==> config.mk <==
export PLATFORM = sky130hd
export DESIGN_NAME = interrupt_pending_arbiter
export DESIGN_NICKNAME = d
export VERILOG_FILES = /design/src/design/ipa_pkg.sv /design/src/design/interrupt_pending_arbiter.sv
export SDC_FILE = /design/constraint.sdc
export NUM_CORES = 1
export LEC_CHECK = 0
export CAP_MARGIN = 20
export CORE_AREA = 3 3 162 164
export DETAILED_ROUTE_END_ITERATION = 6
export DIE_AREA = 0 0 165 167
export DONT_BUFFER_PORTS = 1
export GPL_TIMING_DRIVEN = 0
export PLACE_DENSITY = 0.65
export SLEW_MARGIN = 5
export SYNTH_ARGS = -nofsm -noshare
export SYNTH_HDL_FRONTEND = slang
export SYNTH_SLANG_ARGS = --single-unit
==> constraint.sdc <==
create_clock -name clk -period 4.1 [get_ports clk]
set_input_delay 0.205 -clock clk [delete_from_list [all_inputs] [get_ports clk]]
set_output_delay 0.205 -clock clk [all_outputs]
set_load 0.005 [all_outputs]
==> src/design/ipa_pkg.sv <==
// Shared types and constants for the interrupt pending arbiter.
// Holds the action and status codes and the fixed group geometry.
// No dependencies.
package ipa_pkg;

  localparam int unsigned GroupW   = 32;
  localparam int unsigned GroupN   = 4;
  localparam int unsigned MaxSrc   = GroupW * GroupN;
  localparam int unsigned ActionW  = 3;
  localparam int unsigned IrqW     = 7;
  localparam int unsigned StatusW  = 2;

  typedef enum logic [ActionW-1:0] {
    ACT_ENABLE  = 3'd0,
    ACT_DISABLE = 3'd1,
    ACT_MASK    = 3'd2,
    ACT_UNMASK  = 3'd3,
    ACT_TAKE    = 3'd4
  } action_t;

  typedef enum logic [StatusW-1:0] {
    ST_OK    = 2'd0,
    ST_GROUP = 2'd1,
    ST_RANGE = 2'd2,
    ST_NONE  = 2'd3
  } status_t;

endpackage

==> src/design/interrupt_pending_arbiter.sv <==
// A word accepted into the input register updates the allowed, mask and pending
// vectors combinationally and has its result captured in the result register as it advances.
// Throughput: one word per cycle while out_stall does not hold the result register.
// Reset (rst_n low, synchronous) clears allowed and pending, sets every mask
// bit and empties both register stages.
// Depends on ipa_pkg.
module interrupt_pending_arbiter #(
  parameter int unsigned SOURCE_COUNT = 96
) (
  input  logic                       clk,
  input  logic                       rst_n,
  input  logic                       in_valid,
  output logic                       in_stall,
  input  logic [2:0]                 in_action,
  input  logic [6:0]                 in_irq_number,
  input  logic                       in_mark_pending,
  output logic                       out_valid,
  input  logic                       out_stall,
  output ipa_pkg::status_t           out_status,
  output logic [6:0]                 out_taken_irq,
  output logic                       out_taken_valid
);
  import ipa_pkg::*;

  localparam int unsigned IdxW = $clog2(SOURCE_COUNT);

  logic                    s1_valid_r, s1_valid_nxt;
  logic [ActionW-1:0]      s1_action_r;
  logic [IrqW-1:0]         s1_irq_r;
  logic                    s1_mark_r;

  logic [SOURCE_COUNT-1:0] allow_r, allow_nxt;
  logic [SOURCE_COUNT-1:0] mask_r, mask_nxt;
  logic [SOURCE_COUNT-1:0] pend_r, pend_nxt;

  logic                    out_valid_r, out_valid_nxt;
  status_t                 out_status_r, status_nxt;
  logic [IrqW-1:0]         out_taken_irq_r, taken_irq_nxt;
  logic                    out_taken_valid_r, taken_valid_nxt;

  logic                    advance;
  logic [MaxSrc-1:0]       allow_ext;
  logic [GroupN-1:0]       grp_any;
  logic [SOURCE_COUNT-1:0] sel;
  logic                    out_of_range;
  logic                    found;
  logic [IrqW-1:0]         found_idx;

  assign advance  = s1_valid_r && (!out_valid_r || !out_stall);
  assign in_stall = s1_valid_r && !advance;

  always_comb begin
    s1_valid_nxt = s1_valid_r;
    if (!in_stall) begin
      s1_valid_nxt = in_valid;
    end
  end

  always_ff @(posedge clk) begin
    if (!rst_n) begin
      s1_valid_r <= 1'b0;
    end else begin
      s1_valid_r <= s1_valid_nxt;
    end
  end

  always_ff @(posedge clk) begin
    if (in_valid && !in_stall) begin
      s1_action_r <= in_action;
      s1_irq_r    <= in_irq_number;
      s1_mark_r   <= in_mark_pending;
    end
  end

  assign allow_ext    = MaxSrc'(allow_r);
  assign sel          = SOURCE_COUNT'(1) << s1_irq_r[IdxW-1:0];
  assign out_of_range = ({1'b0, s1_irq_r} >= (IrqW + 1)'(SOURCE_COUNT));

  always_comb begin
    for (int g = 0; g < GroupN; g++) begin
      grp_any[g] = |allow_ext[g*GroupW +: GroupW];
    end
  end

  always_comb begin
    found     = 1'b0;
    found_idx = '0;
    for (int i = 0; i < SOURCE_COUNT; i++) begin
      if (pend_r[i]) begin
        found     = 1'b1;
        found_idx = IrqW'(i);
      end
    end
  end

  always_comb begin
    allow_nxt       = allow_r;
    mask_nxt        = mask_r;
    pend_nxt        = pend_r;
    status_nxt      = ST_OK;
    taken_irq_nxt   = '0;
    taken_valid_nxt = 1'b0;
    if (s1_action_r <= ACT_UNMASK && out_of_range) begin
      status_nxt = ST_RANGE;
    end else begin
      unique case (s1_action_r)
        ACT_ENABLE: begin
          allow_nxt = allow_r | sel;
          mask_nxt  = mask_r & ~sel;
        end
        ACT_DISABLE: begin
          allow_nxt = allow_r & ~sel;
          mask_nxt  = mask_r | sel;
        end
        ACT_MASK: begin
          if (!grp_any[s1_irq_r[IrqW-1:IrqW-2]]) begin
            status_nxt = ST_GROUP;
          end else begin
            mask_nxt = mask_r | sel;
            if (s1_mark_r) begin
              pend_nxt = pend_r | sel;
            end
          end
        end
        ACT_UNMASK: begin
          if (!grp_any[s1_irq_r[IrqW-1:IrqW-2]]) begin
            status_nxt = ST_GROUP;
          end else begin
            mask_nxt = mask_r & ~sel;
          end
        end
        ACT_TAKE: begin
          if (found) begin
            pend_nxt        = pend_r & ~(SOURCE_COUNT'(1) << found_idx[IdxW-1:0]);
            taken_irq_nxt   = found_idx;
            taken_valid_nxt = 1'b1;
          end else begin
            status_nxt = ST_NONE;
          end
        end
        default: begin
          status_nxt = ST_OK;
        end
      endcase
    end
  end

  always_ff @(posedge clk) begin
    if (!rst_n) begin
      allow_r <= '0;
      mask_r  <= '1;
      pend_r  <= '0;
    end else if (advance) begin
      allow_r <= allow_nxt;
      mask_r  <= mask_nxt;
      pend_r  <= pend_nxt;
    end
  end

  always_comb begin
    out_valid_nxt = out_valid_r && out_stall;
    if (advance) begin
      out_valid_nxt = 1'b1;
    end
  end

  always_ff @(posedge clk) begin
    if (!rst_n) begin
      out_valid_r <= 1'b0;
    end else begin
      out_valid_r <= out_valid_nxt;
    end
  end

  always_ff @(posedge clk) begin
    if (advance) begin
      out_status_r      <= status_nxt;
      out_taken_irq_r   <= taken_irq_nxt;
      out_taken_valid_r <= taken_valid_nxt;
    end
  end

  assign out_valid       = out_valid_r;
  assign out_status      = out_status_r;
  assign out_taken_irq   = out_taken_irq_r;
  assign out_taken_valid = out_taken_valid_r;

endmodule

======== Word level (Yosys, flattened, before mapping) ========
Index checks and enable logic that the tools add are counted.
word-level totals
  register bits ........................... 215
  bits in latches ......................... 0
  RAM bits ................................ 0
  memory bits (read-only) ................. 0
  input port bits ......................... 15
  word-level logic and storage cells ...... 255
  memories kept ........................... 0
cells by class
  add/sub/neg operators ................... 0
  multiply operators ...................... 0
  divide/modulo/power cells ............... 0
  magnitude comparators ................... 3
  equal/unequal tests ..................... 7
  shifts and indexed selects .............. 2
  mux-type cells .......................... 203
  bitwise logic cells ..................... 9
  reduce and logical (&&, ||, !) cells .... 21
operators with widths
  kind                                                                   number
  7-bit 2-to-1 mux                                                       94
  96-bit case mux with 2 select lines                                    2
  96-bit 2-to-1 mux                                                      3
  96-bit bitwise AND                                                     2
  96-bit inverter                                                        2
  96-bit bitwise OR                                                      2
  1-bit by 7-bit left shift with 96-bit output, first input constant     2
  1-bit 2-to-1 mux                                                       101
  32-bit OR reduction                                                    3
  7-bit >= comparator, second input constant                             1
  3-bit by 2-bit equality test with 1-bit output, second input constant  2
  2-bit != test, second input constant                                   3
  6-bit AND reduction                                                    1
  1-bit logical AND                                                      5
  1-bit logical NOT                                                      4
  2-bit case mux with 2 select lines                                     1
  2-bit nonzero test                                                     2
  2-bit OR reduction                                                     2
  3-bit by 1-bit equality test with 1-bit output, second input constant  1
  3-bit equality test, second input constant                             1
  3-bit by 2-bit <= comparator with 1-bit output, second input constant  1
  3-bit logical NOT                                                      1
  2-bit by 3-bit < comparator with 1-bit output, second input constant   1
  1-bit inverter                                                         3
  other kinds (5)                                                        5

======== Logic depth before layout (Yosys ltp) ========
  depth after elaboration ................. 100
  gate-level depth with buffers ........... 10
  depth with buffers taken out ............ 8

======== Least setup slack after synthesis ========
No wires, ideal clock.
  kind .................................... register to register
  start ................................... reg pend_r[76]
  end ..................................... reg pend_r[48]
  data arrival time ....................... 2.943 ns
  required time ........................... 4.034 ns
  slack ................................... 1.090 ns
  stages on the path, launching flop included .. 9
  period minus slack after synthesis ...... 3.010 ns
  cell sequence ........................... dfxtp_1 > or4_1 > or4_4 > or4_4 > o41ai_4 > nor2_2 > and4b_1 > buf_4 > a21oi_2
between the ends
  word-level cells in the longest chain between the ends .. 25
  elaborated cells on any way between the ends .. 47
  classes of those cells .................. eq/ne (1); shift (1); mux (42); bitwise (2); reduce/logical (1)
ends and longest elaborated chain
  element                                       RTL line                          source
  from (decl)                                   interrupt_pending_arbiter.sv:34   logic [SOURCE_COUNT-1:0] pend_r, pend_nxt;
  from (signal assigned)                        interrupt_pending_arbiter.sv:156  pend_r <= pend_nxt;
  7-bit 2-to-1 mux (20 in series)               interrupt_pending_arbiter.sv:89   if (pend_r[i]) begin
  1-bit by 7-bit left shift with 96-bit output  interrupt_pending_arbiter.sv:134  pend_nxt = pend_r & ~(SOURCE_COUNT'(1) << found_idx[IdxW-1:0]);
  96-bit inverter                               interrupt_pending_arbiter.sv:134
  96-bit bitwise AND                            interrupt_pending_arbiter.sv:134
  96-bit 2-to-1 mux                             interrupt_pending_arbiter.sv:133  if (found) begin
  96-bit case mux with 2 select lines           interrupt_pending_arbiter.sv:106  unique case (s1_action_r)
Parallel ways exist; a longest one is shown, timed or not. The select of a mux whose other input is x is not followed.
A chain may end at the register's enable or synchronous reset.

======== Final worst setup path ========
  start ................................... reg pend_r[64]
  end ..................................... reg pend_r[46]
between the ends
  word-level cells in the longest chain between the ends .. 37
  elaborated cells on any way between the ends .. 71
  classes of those cells .................. eq/ne (1); shift (1); mux (66); bitwise (2); reduce/logical (1)
ends and longest elaborated chain
  element                                       RTL line
  7-bit 2-to-1 mux (32 in series)               interrupt_pending_arbiter.sv:89
  1-bit by 7-bit left shift with 96-bit output  interrupt_pending_arbiter.sv:134
  96-bit inverter                               interrupt_pending_arbiter.sv:134
  96-bit bitwise AND                            interrupt_pending_arbiter.sv:134
  96-bit 2-to-1 mux                             interrupt_pending_arbiter.sv:133
  96-bit case mux with 2 select lines           interrupt_pending_arbiter.sv:106
Parallel ways exist; a longest one is shown, timed or not. The select of a mux whose other input is x is not followed.

==> out/qor.csv <==
stage;metric;value;unit
status;status;completed;
finish;Post-Layout Cell Count;1581;
finish;register area;0.00451;mm^2
drt;via count;9773;
logic_synthesis;synth warn;0;
pwr;Leak;0.00444;uW
pwr;Final Power;4360;uW
pwr;maximum VDD drop;0.353;mV
logic_synthesis;Synth async-reset ratio;0;%
timing;final hold violation count;0;
drt;Routed Antenna Nets;0;
global_route;initial antenna violation count;1;
clocking;Resize count post-CTS;0;
logic_synthesis;gate count of the mapped netlist;1192;
finish;Layout area overhead;13.2;%
timing;Worst Clk Skew;0.0144;ns
timing;Max Freq;264;MHz
global_route;vias in the first global route;9006;
clocking;CTS Buf Count;23;
logic_synthesis;syn_nets;1207;
clocking;CTS tree;yes;
logic_synthesis;Commonest cells post-synth;nor2_1 (196), dfxtp_1 (194), o21ai_0 (110), a21oi_1 (101), nand2_1 (98);
drt;routed length per placed instance;22.1;um
timing;RSZ-0062 raised after global routing;no;
finish;layout net count;1249;
finish;Multi-input gate area;0.00512;mm^2
drt;Routed WL;35000;um
global_route;gr ovfl total;0;
floorplan;initial core utilization;39.8;%
logic_synthesis;area leader, netlist;dfxtp_1;
drt;Via density;6.18;
timing;TNS Setup;0;ns
logic_synthesis;number of flops mapped to enable cells by yosys;21;
setup_path;CP Data Arrival Time;4.15;ns
logic_synthesis;cell area after synthesis;0.00997;mm^2
setup_path;Worst Path Required;4.46;ns
clocking;CTS HTree Levels;1;
floorplan;std cell rows;58;
floorplan;Die Height;167;um
pwr;Pwr Density;386;mW/mm^2
global_route;largest net degree at the start of global routing;15;
placed_design;hpwl dp;23500;um
logic_synthesis;Top FF cell, synth;dfxtp_1;
finish;Fillers;2469;
drt;number of remaining DRC errors;0;
logic_synthesis;distinct cell type count after synthesis;53;
timing;min cycle time layout;3.79;ns
global_route;first-pass GRT wire length;52600;um
setup_path;worst-path maximum fanout;10;
clocking;Bufs on Longest Clock Path;3;
run;max-cap viol count;0;
finish;ant diodes;0;
floorplan;Die Footprint;0.0276;mm^2
placed_design;I/O Buffers;0;
setup_path;CP startpoint kind;flip-flop;
logic_synthesis;#FFs+latches synth;215;
floorplan;Die Wd;165;um
placed_design;Post-Place Cells;1522;
global_route;Global Route Usage Sum;24.6;%
timing;Worst slew margin;22.5;%
placed_design;gpl congestion;0.977;
logic_synthesis;Mapped Avg Cell Area;8.37;um^2
logic_synthesis;most instantiated library cell after synthesis;nor2_1;
setup_path;worst reg-to-reg setup slack;0.31;ns
setup_path;Worst Setup End Kind;flip-flop;
setup_path;crit path kind;reg -> reg;
floorplan;IO Pins;27;
drt;1st-iter DRT viols;1338;
timing;period utilization;92.3;%
drt;Pre-Repair DR Iteration Count;7;
logic_synthesis;sequential share of the synthesized area;45.3;%
logic_synthesis;leading post-synthesis cells by cell area;dfxtp_1 (39%), nor2_1 (7.4%), edfxtp_1 (6.3%);
clocking;clock latency on the worst-skew pair;0.52;ns
timing;setup violators final;0;
timing;worst-margin pin slew;1.15;ns
floorplan;core area;0.0250;mm^2
clocking;CTS Root Cell;clkbuf_16;
timing;max-slew violations;0;
finish;share of layout cells above drive strength 1;4.88;%
clocking;CTS Sinks;215;
logic_synthesis;top-area cell type share of the netlist area;38.9;%
hold_path;hold crit path type;in -> reg;
clocking;register clock-pin slew on the reported worst setup and hold paths;0.06;ns
[cell type report]
class,count,area share [%]
buffer,71,2.43
clock buffer,36,6.07
clock inverter,6,0.543
inverter,18,0.598
multi-input combinational,888,45.3
sequential,215,40.0
tap,330,3.66
timing repair buffer,17,1.42
[metal layers]
layer	track usage (%)	share of wire, %
met5	0	0.029
met4	11.7	5.6
met3	4.85	9.7
met2	38.1	44
met1	32.8	40
[critical path, cell delays in order, from the launching register on]
cell and delay [ns]:
dfxtp_1 0.39, or4_1 0.63, or4_1 0.57, o2111ai_1 0.29, nand2_1 0.22, o21ai_0 0.25
nor2b_1 0.41, clkbuf_1 0.71, a21oi_1 0.15
[power by group]
group | total (uW) | switching (uW) | internal [uW] | leakage, uW
sequential | 2150 | 12.9 | 2140 | 0.00176
clock | 2080 | 862 | 1210 | 0.000365
combinational | 139 | 108 | 31.8 | 0.00231
[kinds of logic (layout without fill, tap and decap cells)]
logic type	after synthesis	count (layout)	share of synthesized area, %
DFF	215	215	45.3
buffers and inverters	89	148	3.42
AOI/OAI and AO/OA	418	418	29.0
and+or+nand+nor	470	470	22.3
[what timing repair did]
action / CTS / global route
hold buffers: 13 / 1
endpoints found under the hold margin: 13 / 2
setup buffers: 0 / 0
[layout by cell type (no fill, tap or decap), drive strengths merged, types with 3 or more instances in the layout]
| master | synthesis | layout |
|---|---|---|
| nand4 | 12 | 12 |
| nor2 | 197 | 197 |
| nor3 | 33 | 33 |
| nor4 | 51 | 51 |
| o2111ai | 3 | 3 |
| buf | 6 | 7 |
| o311ai | 3 | 3 |
| clkinv | 0 | 3 |
| nand2 | 98 | 98 |
| inv | 18 | 19 |
| dlygate4sd3 | 0 | 14 |
| dfxtp | 194 | 194 |
| nor3b | 7 | 7 |
| a21oi | 113 | 113 |
| o21a | 6 | 6 |
| and3 | 4 | 4 |
| o211a | 45 | 45 |
| o211ai | 3 | 3 |
| a211oi | 7 | 7 |
| o311a | 51 | 51 |
| and2 | 5 | 5 |
| clkbuf | 65 | 103 |
| nor2b | 14 | 14 |
| nand2b | 5 | 5 |
| edfxtp | 21 | 21 |
| or4 | 16 | 16 |
| o21bai | 56 | 56 |
| or3 | 6 | 6 |
| o31ai | 7 | 7 |
| a31oi | 3 | 3 |
| o21ai | 110 | 110 |
| nand3 | 11 | 11 |
[final timing paths]
kind | start | endpoint | cells past startpoint
worst max-delay path | pend_r[64] | pend_r[46] | 8
worst min-delay path | out_stall | s1_valid_r | 2
worst max register to register | pend_r[64] | pend_r[46] | 8
worst min register to register | flip-flop | flip-flop | 1
[metrics by stage]
stage | hold slack (ns) | worst slack [ns] | cell area (um^2) | utilization [%]
after floorplan | 0.304 | 1.09 | 9970 | -
after global placement | 0.304 | 0.429 | 10400 | 41.5
after detailed placement | 0.304 | 0.442 | 10400 | 41.5
after CTS | 0.0470 | 0.422 | 11300 | 45.0
after global routing | 0.0770 | 0.287 | 11300 | 45.1
final | 0.0673 | 0.315 | 11300 | 45.1
No activity file was read; power rests on OpenSTA's default activity.
